`src/rtl/core/swmf_pkg.sv`:
```
// swmf_pkg: shared constants, types and register codes of the sorted window mean filter
// no dependencies; used by every file under rtl/core

package swmf_pkg;

    // burst store depth and sorting chain length
    localparam int MAX_SAMPLES = 128;

    localparam int SAMPLE_W = 16;
    localparam int IDX_W    = $clog2(MAX_SAMPLES);
    localparam int CNT_W    = $clog2(MAX_SAMPLES + 1);
    localparam int FRAC_W   = 8;
    localparam int SUM_W    = SAMPLE_W + IDX_W;
    localparam int DIV_W    = SUM_W + FRAC_W;
    localparam int MEAN_W   = 24;
    localparam int USED_W   = 8;

    // register field widths
    localparam int MODE_W   = 1;
    localparam int SCOUNT_W = 8;
    localparam int WIN_W    = 16;
    localparam int RANK_W   = 7;
    localparam int MCOUNT_W = 8;
    localparam int WIDE_W   = (CNT_W > SCOUNT_W) ? CNT_W : SCOUNT_W;

    // configuration port
    localparam int CFG_IDX_W  = 3;
    localparam int CFG_DATA_W = 16;

    localparam logic [CFG_IDX_W-1:0] CFG_FILTER_MODE    = 3'd0;
    localparam logic [CFG_IDX_W-1:0] CFG_SAMPLE_COUNT   = 3'd1;
    localparam logic [CFG_IDX_W-1:0] CFG_WINDOW_WIDTH   = 3'd2;
    localparam logic [CFG_IDX_W-1:0] CFG_REFERENCE_RANK = 3'd3;
    localparam logic [CFG_IDX_W-1:0] CFG_MEAN_COUNT     = 3'd4;

    // register reset values
    localparam logic [MODE_W-1:0]   RST_FILTER_MODE    = 1'b1;
    localparam logic [SCOUNT_W-1:0] RST_SAMPLE_COUNT   = 8'd100;
    localparam logic [WIN_W-1:0]    RST_WINDOW_WIDTH   = 16'd30;
    localparam logic [RANK_W-1:0]   RST_REFERENCE_RANK = 7'd50;
    localparam logic [MCOUNT_W-1:0] RST_MEAN_COUNT     = 8'd100;

    localparam logic [MODE_W-1:0] MODE_DROP_MAX = 1'b0;

    // control of the sorting chain
    typedef struct packed {
        logic clear;
        logic insert;
        logic rotate;
    } t_chain_ctrl;

    typedef enum logic [2:0] {
        ST_IDLE,
        ST_CLEAR,
        ST_LOAD,
        ST_FIND,
        ST_SUM,
        ST_DIV,
        ST_WAIT
    } t_state;

endpackage

```
`src/rtl/core/swmf_div.sv`:
```
// swmf_div: restoring divider, one quotient bit per cycle
// depends on swmf_pkg

module swmf_div (
    input  logic                       i_clk,
    input  logic                       i_rst_n,
    input  logic                       i_start,
    input  logic [swmf_pkg::DIV_W-1:0] i_dividend,
    input  logic [swmf_pkg::CNT_W-1:0] i_divisor,
    output logic                       o_done,
    output logic [swmf_pkg::DIV_W-1:0] o_quotient
);

    localparam int DW    = swmf_pkg::DIV_W;
    localparam int CW    = swmf_pkg::CNT_W;
    localparam int STEPW = $clog2(DW);

    logic [DW-1:0]    r_q;
    logic [CW-1:0]    r_rem;
    logic [CW-1:0]    r_div;
    logic [STEPW-1:0] r_step;
    logic             r_busy;
    logic             r_done;

    logic [CW:0] w_trial;
    logic        w_ge;
    logic [CW:0] w_diff;

    assign w_trial = {r_rem, r_q[DW-1]};
    assign w_ge    = w_trial >= {1'b0, r_div};
    assign w_diff  = w_trial - {1'b0, r_div};

    always_ff @(posedge i_clk) begin
        if (!i_rst_n) begin
            r_busy <= 1'b0;
            r_done <= 1'b0;
            r_step <= '0;
        end else begin
            r_done <= 1'b0;
            if (i_start) begin
                r_busy <= 1'b1;
                r_step <= '0;
            end else if (r_busy) begin
                if (r_step == STEPW'(DW - 1)) begin
                    r_busy <= 1'b0;
                    r_done <= 1'b1;
                end
                r_step <= r_step + 1'b1;
            end
        end
    end

    always_ff @(posedge i_clk) begin
        if (i_start) begin
            r_q   <= i_dividend;
            r_rem <= '0;
            r_div <= i_divisor;
        end else if (r_busy) begin
            r_rem <= w_ge ? w_diff[CW-1:0] : w_trial[CW-1:0];
            r_q   <= {r_q[DW-2:0], w_ge};
        end
    end

    assign o_done     = r_done;
    assign o_quotient = r_q;

endmodule

```
`config.mk`:
```
export PLATFORM = sky130hd
export DESIGN_NAME = swmf_div
export DESIGN_NICKNAME = d
export VERILOG_FILES = /design/src/rtl/core/swmf_pkg.sv /design/src/rtl/core/swmf_div.sv
export SDC_FILE = /design/constraint.sdc
export NUM_CORES = 1
export LEC_CHECK = 0
export BUFFER_PORTS_ARGS = -buffer_cell sky130_fd_sc_hd__buf_4
export CORE_ASPECT_RATIO = 0.8
export CORE_UTILIZATION = 43
export DETAILED_ROUTE_END_ITERATION = 6
export PLACE_DENSITY = 0.73
export SYNTH_ARGS = -nofsm -noshare
export SYNTH_HDL_FRONTEND = slang
export SYNTH_SLANG_ARGS = --single-unit
```
`constraint.sdc`:
```
create_clock -name i_clk -period 2.9 [get_ports i_clk]
set_clock_uncertainty 0.15 [all_clocks]
set_input_delay 0.29 -clock i_clk [delete_from_list [all_inputs] [get_ports i_clk]]
set_output_delay 0.29 -clock i_clk [all_outputs]
set_load 0.02 [all_outputs]
```
==> results by group, run 1 <==
Status
  – Outcome: completed

Global route
  – First-pass GRT wire length: 8.01 mm
  – Vias in the first global route: 1780
  – Antenna violations before repair: 0
  – Largest net degree at the start of global routing: 32
  – GRT Total Usage: 0.153
  – Grt total ovfl: 0

Yosys
  – Syn nets: 260
  – Post-synth top area cell: edfxtp_1
  – Ys async rst share: 0
  – Top-area cell type share of the netlist area: 0.435
  – EDFF count, synth: 39
  – Top cells by area, synth: edfxtp_1 43%, mux2_2 13%, dfxtp_1 11%
  – Sequential element share of the synthesized area: 0.546
  – Synth Cell Area: 2690 sq um
  – Post-synthesis register bit count: 54
  – Total number of yosys warnings: 0
  – Cell variety after synth: 40
  – Top FF cell, synth: edfxtp_1
  – Cells after synthesis: 207
  – Mapped Avg Cell Area: 13.0 sq um

Critical path
  – Critical path launch point type: flop
  – Highest-delay cell along the critical path: fa_1
  – CP arrival: 2.43 ns
  – R2R cell count: 8
  – Crit end category: flop
  – Stages on worst setup path: 8
  – Critical path peak fanout: 3
  – CP Class: reg -> reg
  – Crit-path max cell delay: 0.42 ns
  – Worst path top cell family by delay: compound AO/OA/AOI/OAI gates
  – R2R Path End: r_rem[6]$_SDFFE_PP0P_
  – CP Cell Sequence: inv_1 > ha_1 > fa_1 > nand4b_1 > a31oi_1 > nor3_1 > a211o_2 > a311oi_2
  – Setup crit end: r_rem[6]$_SDFFE_PP0P_
  – Critical Path Source: o_quotient[30]$_DFFE_PP_
  – Critical Path RT: 2.97 ns
  – Start of the worst register-to-register path: o_quotient[30]$_DFFE_PP_
  – Reg-to-reg setup timing slack: 0.54 ns
  – Crit path buffers/inverters: 1

Timing
  – Fmax: 424 MHz
  – # setup viols final: 0
  – Worst-Margin Slew: 0.734 ns
  – Period utilisation layout: 0.812
  – Unrepaired setup endpoints after global routing: false
  – Setup TNS: 0 ns
  – Worst slew margin: 0.511
  – Final Slew Violations: 0
  – Crit path time final: 2.36 ns
  – Fin. Hold Viols: 0
  – Fin worst setup slack: 0.544 ns

CTS
  – Maximum clock path buffer count: 2
  – CTS Sinks: 54
  – Postcts setup bufs: 0
  – H-tree depth: 2
  – CTS tree: built
  – Clock Latency Late Sink: 0.30 ns
  – Clk pin slew, worst setup/hold paths: 0.10 ns
  – Clock Root Buffer: clkbuf_8
  – Inserted Clock Buffers: 5

Floorplan
  – Site Rows: 25
  – I/O Pins: 74
  – Die area: 6590 sq um
  – Initial Utilization: 0.451
  – Die X-Extent: 90.5 um
  – Die Height: 72.8 um
  – Core ar.: 5970 sq um

Finish
  – Share of layout cells above drive strength 1: 0.458
  – Fin nets: 340
  – Area Overhead vs Synth: 29.0%
  – Ant. Diodes: 0

Pwr
  – Overall power: 0.00183 W
  – P per Cell Area: 527 nW/um^2
  – Lkg Pwr: 1.40 nW
  – Peak VDD IR: 0.000284 V

Route
  – WL final: 4.95 mm
  – Remaining DRCs: 0
  – Routed vias: 1851
  – Routed Antenna Nets: 0
  – WL per Instance: 13.4 um
  – Number of DRC markers in iteration 0: 98
  – DRT Pass-1 Iters: 4
  – Vias per inst: 5.02

Placement
  – Pre-CTS setup slack: 0.565 ns
  – IO buf count: 73
  – Dpl hpwl: 3.55 mm
  – Placer congestion estimate: 0.828

Flow run
  – Max cap viols: 0

Min path
  – Worst Hold Class: in -> reg
## worst register-to-register path: cells and delay by family, from the launching register on
family / cells / cell delay, ns
AO/OA/AOI/OAI: 3 / 0.78
adder cells (fa/ha/maj): 2 / 0.66
buffers and inverters: 1 / 0.07
flip-flops: 1 / 0.37
AND/OR/NAND/NOR: 2 / 0.27
## flip-flops by register name, summed over array words and instances, names as in the netlist
name and count:
o_quotient 31, r_div 8, r_rem 8, r_step 5, o_done 1, r_busy 1
## cells in the final DEF, fill, tap and decap left out, types with 2 or more instances in the layout
cell type / instances
a21oi_2: 2
nand4_1: 3
nand2b_1: 4
nor3_1: 3
clkbuf_8: 6
dfxtp_1: 15
xnor2_1: 4
o21bai_1: 2
nor3b_1: 2
ha_1: 10
nand2_1: 5
mux2_2: 30
nor2b_1: 2
and2_2: 2
nand3_2: 2
o31ai_1: 2
o311ai_0: 2
a211oi_1: 2
a31oi_1: 3
xor2_1: 4
a311oi_2: 5
inv_1: 14
a21o_1: 4
edfxtp_1: 39
buf_4: 77
nor2_1: 13
a21oi_1: 6
dlygate4sd3_1: 6
nand3_1: 6
## power by group
group          leakage (nW)  total [W]  switching, W  internal (W)
clock network        0.0472   0.000437      0.000245      0.000193
registers             0.513   0.000949     0.0000386      0.000911
logic                 0.841   0.000447      0.000223      0.000223
## kinds of logic (layout without fill, tap and decap cells)
group	Yosys count	count (layout)	synth area share
XOR/XNOR	8	8	0.0260
buffers and inverters	24	105	0.0390
multiplexers	31	31	0.129
adder cells (fa/ha/maj)	11	11	0.0539
flip-flops	54	54	0.546
AND/OR/NAND/NOR	45	45	0.0910
AO/OA/AOI/OAI	34	34	0.115
## worst min-delay path by stage
stage | startpoint | endpoint | slack, ns | cells after the start
final | i_divisor[0] | r_div[0]$_DFFE_PP_ | 0.01 | 1
after global routing | i_divisor[0] | r_div[0]$_DFFE_PP_ | 0.001 | 1
after CTS | i_divisor[2] | r_div[2]$_DFFE_PP_ | 0.001 | 1
after detailed placement | i_divisor[3] | r_div[3]$_DFFE_PP_ | 0.32 | 1
after global placement | i_divisor[1] | r_div[1]$_DFFE_PP_ | 0.32 | 1
after floorplan | i_divisor[0] | r_div[0]$_DFFE_PP_ | 0.24 | 0
## metrics by stage
stage          instance area [sq um]  utilization  std cells  hold slack (ns)
5_1_grt                         3480        0.582        369          0.00112
3_3_place_gp                    3320        0.556        355            0.319
3_5_place_dp                    3320        0.556        355            0.320
2_1_floorplan                   2690            -        207            0.239
4_1_cts                         3460        0.578        367          0.00133
6_report                        3480        0.582        369           0.0135
## routing by layer
layer / vias up / GRT usage / share of wire
met2: 57 / 0.260 / 0.47
met4: 0 / 0.0376 / 0.0067
met3: 5 / 0.0427 / 0.064
met5: - / 0 / 0
li1: 930 / - / -
met1: 859 / 0.196 / 0.46
## cell usage after synthesis, drive strengths merged, types with 3 or more instances
| cell | number |
|---|---|
| ha | 10 |
| nand2 | 5 |
| edfxtp | 39 |
| mux2 | 30 |
| nand3 | 8 |
| xnor2 | 4 |
| a21oi | 8 |
| nand4 | 3 |
| a21o | 5 |
| buf | 3 |
| nor2 | 13 |
| dfxtp | 15 |
| xor2 | 4 |
| a31oi | 3 |
| nand2b | 4 |
| inv | 14 |
| a311oi | 5 |
| clkbuf | 7 |
| nor3 | 3 |
## area by class of cell
| cell class | instances | area (sq um) |
|---|---|---|
| multi-input cells | 129 | 1120 |
| repair buffers | 83 | 638 |
| clock buffers | 6 | 82.6 |
| clock inverters | 2 | 12.5 |
| flip-flops and latches | 54 | 1470 |
| inverters | 14 | 52.6 |
| fillers | 522 | 2500 |
| well taps | 81 | 101 |
## timing repair
action                    in CTS  in global routing
hold buffers                   4                  2
gates resized for setup        0                  0
hold endpoints to repair       4                  2
Power figures use the tool's default switching activity.
==> run 2: changes to the inputs <==
PLACE_DENSITY = 0.75   (was 0.73)
clock period = 2 ns   (was 2.9 ns; I/O delays follow)
==> run 2 against run 1 <==
Against the previous run:
- the run now ends with negative setup slack left
- fmax increased by 8.1%
- global-route usage increased by 4.4 points
- via count grew 11%
- total power rose by 62%
- wire length is 27% higher
- count of clock-buffer cells in the layout fell by 1
- utilization up 6.5 points
- worst setup slack got worse by 0.72 ns
- critical endpoint unchanged
- highest routed layer unchanged
==> results by group, run 2 (same netlist as run 1, synthesis figures left out) <==
CTS
  – Clock Root Buffer: clkbuf_8
  – Inserted Clock Buffers: 5
  – Clock Latency Late Sink: 0.31 ns
  – Clk pin slew, worst setup/hold paths: 0.10 ns
  – H-tree depth: 2
  – Maximum clock path buffer count: 2
  – CTS tree: built
  – CTS Sinks: 54

Finish
  – Area Overhead vs Synth: 43.3%
  – Final core occ: 0.646
  – Most frequent cells in the layout: 97 x buf_4, 39 x edfxtp_1, 30 x mux2_2, 15 x dfxtp_1, 13 x nor2_1
  – Max reg flops: 31
  – Final Cell Area: 3860 sq um
  – Commonest non-fill, non-tap cell in the layout: buf_4
  – Fillers: 472
  – Share of layout cells above drive strength 1: 0.555
  – Ant. Diodes: 0
  – Fin nets: 369

Global route
  – First-pass GRT wire length: 10.0 mm
  – Antenna violations before repair: 0
  – Grt total ovfl: 0
  – Largest net degree at the start of global routing: 24
  – Vias in the first global route: 2093
  – GRT Total Usage: 0.197

Critical path
  – Critical Path RT: 2.08 ns
  – Crit-path max cell delay: 0.43 ns
  – Critical path launch point type: flop
  – Worst path top cell family by delay: compound AO/OA/AOI/OAI gates
  – Highest-delay cell along the critical path: edfxtp_1
  – CP Class: reg -> reg
  – Critical path peak fanout: 3
  – Crit path buffers/inverters: 0
  – Crit end category: flop
  – CP Cell Sequence: ha_4 > fa_2 > nand4b_1 > a31oi_2 > nor3_2 > a211o_2 > a311oi_2
  – CP arrival: 2.26 ns

Placement
  – Dpl hpwl: 4.29 mm
  – Placed inst area: 3540 sq um
  – IO buf count: 73
  – Pre-CTS setup slack: -0.193 ns
  – Placer congestion estimate: 0.787

Pwr
  – Lkg Pwr: 1.56 nW
  – Switch share: 0.283
  – P_sw: 0.000840 W
  – Sequential share of power: 0.466
  – Overall power: 0.00297 W
  – P per Cell Area: 769 nW/um^2
  – Logic pwr share: 0.280
  – Peak VDD IR: 0.000413 V
  – Internal power: 0.00213 W
  – Clock Power Share: 0.254

Floorplan
  – Die area: 6590 sq um
  – I/O Pins: 74
  – Site Rows: 25
  – Die Height: 72.8 um
  – Core ar.: 5970 sq um
  – Initial Utilization: 0.451
  – Die X-Extent: 90.5 um

Timing
  – Fin. Hold Viols: 0
  – Worst-Margin Slew: 0.504 ns
  – Fmax: 459 MHz
  – Final hold slack: 0.0326 ns
  – Fin worst setup slack: -0.180 ns
  – Crit path time final: 2.18 ns
  – Period utilisation layout: 1.09
  – Final Slew Violations: 0
  – Worst slew margin: 0.664
  – Unrepaired setup endpoints after global routing: true
  – # setup viols final: 9

Status
  – Failing checks: negative setup slack
  – Outcome: finished, violations left

Route
  – Number of DRC markers in iteration 0: 77
  – DRT Pass-1 Iters: 4
  – Remaining DRCs: 0
  – WL per Instance: 15.8 um
  – Routed Antenna Nets: 0
  – WL final: 6.30 mm
  – Routed vias: 2059
  – Vias per inst: 5.17

Flow run
  – Max cap viols: 0

Min path
  – Worst Hold Class: in -> reg
-- run 2: cell count changes in the layout (fill, tap and decap cells not counted), sizes merged --
cell | before | now
buf | 77 | 102
bufinv | 0 | 1
clkbuf | 6 | 5
clkinvlp | 1 | 0
dlygate4sd3 | 6 | 9
inv | 14 | 15
or3 | 1 | 2
-- run 2: per-layer routing --
metal / track usage / vias up / routed length [um]
li1: - / 987 / -
met1: 0.258 / 988 / 2760
met2: 0.322 / 75 / 3030
met3: 0.0563 / 9 / 428
met4: 0.0573 / 0 / 76
met5: 0 / - / 0
-- run 2: path summary, 6_finish.rpt --
| kind | slack [ns] | start | endpoint | depth (start not counted) |
|---|---|---|---|---|
| max | -0.18 | r_div[0]$_DFFE_PP_ | r_rem[6]$_SDFFE_PP0P_ | 7 |
| min | 0.03 | i_dividend[19] | o_quotient[19]$_DFFE_PP_ | 2 |
| max reg2reg | -0.18 | r_div[0]$_DFFE_PP_ | r_rem[6]$_SDFFE_PP0P_ | 7 |
| min reg2reg | 0.35 | r_step[4]$_SDFFE_PP0P_ | o_done$_SDFF_PP0_ | 2 |
-- run 2: worst register-to-register path: cells and delay by family, from the launching register on --
family	cells	cell delay [ns]
compound gates	3	0.73
simple gates	2	0.27
fa+ha+maj	2	0.54
flops	1	0.43
-- run 2: timing repair --
item	4_1_cts	5_1_grt
setup endpoints to repair	9	9
pin swaps	11	3
gates resized for setup	15	5
cloned	1	0
buffers inserted	3	0
hold endpoints to repair	9	0
hold buffers	9	0
-- run 2: through the flow --
| stage | setup TNS, ns | cells |
|---|---|---|
| after detailed placement | -0.742 | 377 |
| final | -0.598 | 398 |
| after floorplan | -0.307 | 207 |
| after global placement | -0.222 | 377 |
| after CTS | -0.360 | 398 |
| after global routing | -1.44 | 398 |
-- run 2: layout make-up --
cell class / instances / area (sq um) / area share
multi-input combinational: 130 / 1240 / 0.321
tap: 81 / 101 / 0.0262
clock inverter: 3 / 43.8 / 0.0113
sequential: 54 / 1470 / 0.381
timing repair buffer: 111 / 883 / 0.229
clock buffer: 5 / 68.8 / 0.0178
inverter: 14 / 52.6 / 0.0136
-- run 2: power groups by stage --
stage                     Combinational [W]  Sequential (W)  Clock, W
final                              0.000832         0.00138  0.000754
after global routing               0.000888         0.00140  0.000812
after CTS                          0.000815         0.00138  0.000764
after detailed placement           0.000739         0.00140         0
after global placement             0.000720         0.00140         0
after floorplan                    0.000346         0.00148         0
==> run 3: changes to the inputs <==
PLACE_DENSITY = 0.73   (was 0.75)
clock period = 2.1 ns   (was 2 ns; I/O delays follow)
==> run 3 against run 2 <==
Against the previous run:
- the flow still finishes with violations (negative setup slack)
- combinational power is 11% lower
- utilization shrank 1.5 points
- die area unchanged
- non-clock buffer count decreased by 4
- critical path type unchanged
- largest cell class unchanged
==> results by group, run 3 (same netlist as run 1, synthesis figures left out) <==
CTS
  – H-tree depth: 2
  – Clock Root Buffer: clkbuf_8
  – Clock Latency Late Sink: 0.31 ns
  – Maximum clock path buffer count: 2
  – CTS tree: built
  – Clk pin slew, worst setup/hold paths: 0.11 ns
  – CTS Sinks: 54
  – Inserted Clock Buffers: 5

Timing
  – Setup TNS: -0.136 ns
  – Period utilisation layout: 1.02
  – Unrepaired setup endpoints after global routing: true
  – Fmax: 467 MHz
  – Fin. Hold Viols: 0
  – Fin worst setup slack: -0.0435 ns
  – Final Slew Violations: 0
  – Final hold slack: 0.0436 ns
  – Worst-Margin Slew: 0.382 ns
  – Worst slew margin: 0.745
  – Crit path time final: 2.14 ns
  – # setup viols final: 4

Min path
  – Worst Hold Class: in -> reg
  – Worst hold path startpoint: i_dividend[16]

Critical path
  – Setup crit end: r_rem[6]$_SDFFE_PP0P_
  – Start of the worst register-to-register path: r_div[0]$_DFFE_PP_
  – Reg-to-reg setup timing slack: -0.04 ns
  – Critical Path RT: 2.18 ns
  – CP arrival: 2.22 ns
  – Critical path launch point type: flop
  – Crit end category: flop
  – CP Class: reg -> reg
  – R2R Path End: r_rem[6]$_SDFFE_PP0P_
  – Critical path peak fanout: 2
  – R2R cell count: 7
  – Critical Path Source: r_div[0]$_DFFE_PP_

Placement
  – Placed instance count: 369
  – Placer congestion estimate: 0.821
  – IO buf count: 73
  – Dpl hpwl: 4.02 mm

Floorplan
  – Core ar.: 5970 sq um
  – Site Rows: 25
  – Die area: 6590 sq um
  – Die X-Extent: 90.5 um
  – Initial Utilization: 0.451
  – I/O Pins: 74
  – Die Height: 72.8 um

Pwr
  – Peak VDD IR: 0.000447 V
  – Lkg Pwr: 1.52 nW
  – P per Cell Area: 701 nW/um^2
  – Switch share: 0.289
  – Internal power: 0.00188 W
  – Overall power: 0.00264 W
  – Sequential share of power: 0.499
  – P_sw: 0.000764 W
  – Logic pwr share: 0.280
  – Clock Power Share: 0.221

Route
  – WL per Instance: 14.9 um
  – Remaining DRCs: 0
  – WL final: 5.86 mm
  – Number of DRC markers in iteration 0: 82
  – Routed Antenna Nets: 0
  – DRT Pass-1 Iters: 4
  – Vias per inst: 5.08
  – Routed vias: 2003

Finish
  – Commonest non-fill, non-tap cell in the layout: buf_4
  – Share of layout cells above drive strength 1: 0.530
  – Non-filler cells, final: 394
  – Area of the multi-input gates: 1210 sq um
  – Fillers: 455
  – Sequential cell area: 1470 sq um
  – Ant. Diodes: 0
  – Final core occ: 0.631
  – Fin nets: 365
  – Area Overhead vs Synth: 40.0%
  – Max reg flops: 31
  – Most frequent cells in the layout: 95 x buf_4, 39 x edfxtp_1, 30 x mux2_2, 14 x dfxtp_1, 13 x nor2_1

Global route
  – GRT Total Usage: 0.176
  – Routing usage on met2: 0.279
  – Most Crowded Layer GR: met2
  – GR met3 Demand/Resource: 0.0542
  – Met1 Usage GRT: 0.240
  – Largest net degree at the start of global routing: 24
  – First-pass GRT wire length: 9.20 mm
  – Antenna violations before repair: 0
  – Grt total ovfl: 0
  – Vias in the first global route: 1941

Flow run
  – Max cap viols: 0

Status
  – Outcome: finished, violations left
  – Failing checks: negative setup slack
[run 3: worst min-delay path by stage]
stage | slack (ns) | depth (start not counted) | endpoint
2_1_floorplan | 0.16 | 0 | r_div[0]$_DFFE_PP_
3_3_place_gp | 0.24 | 1 | r_div[7]$_DFFE_PP_
3_5_place_dp | 0.24 | 1 | r_div[6]$_DFFE_PP_
4_1_cts | 0.03 | 2 | o_quotient[11]$_DFFE_PP_
5_1_grt | 0.03 | 2 | o_quotient[16]$_DFFE_PP_
6_report | 0.04 | 2 | o_quotient[16]$_DFFE_PP_
[run 3: area by class of cell]
class,instances,share of cell area
Sequential cell,54,0.391
Multi-Input combinational cell,130,0.321
Timing Repair Buffer,107,0.224
Tap cell,81,0.0269
Clock buffer,6,0.0192
Inverter,14,0.0139
Clock inverter,2,0.00398
[run 3: repair_timing]
| item | in CTS | in global routing |
|---|---|---|
| endpoints found under the hold margin | 9 | 0 |
| pin swaps | 1 | 10 |
| setup endpoints to repair | 6 | 9 |
| buffers inserted | 1 | 6 |
| gates cloned | 0 | 1 |
| hold buffers | 9 | 0 |
| gates resized for setup | 2 | 14 |
[run 3: power by group through the flow]
stage | Combinational (W) | Sequential, W | Clock [W]
finish | 0.000741 | 0.00132 | 0.000586
CTS | 0.000693 | 0.00132 | 0.000607
floorplan | 0.000320 | 0.00141 | 0
global placement | 0.000655 | 0.00134 | 0
detailed placement | 0.000668 | 0.00134 | 0
global route | 0.000797 | 0.00133 | 0.000637
[run 3: critical path: stages, from the launching register on]
cell	delay (ns)
edfxtp_1	0.43
ha_4	0.19
fa_2	0.33
nand4b_1	0.19
a31oi_2	0.18
nor3_1	0.07
a211o_2	0.31
a311oi_2	0.22
[run 3: per-stage QoR]
step | setup WS, ns | area (sq um)
finish | -0.0435 | 3770
global route | -0.156 | 3770
CTS | -0.0508 | 3650
detailed placement | -0.0414 | 3450
global placement | -0.00466 | 3450
floorplan | -0.0928 | 2710
[run 3: metal layers]
metal	part of all wire	routed length (um)
met1	0.48	2790
met4	0.0024	14
met2	0.45	2650
met3	0.069	407
met5	0	0
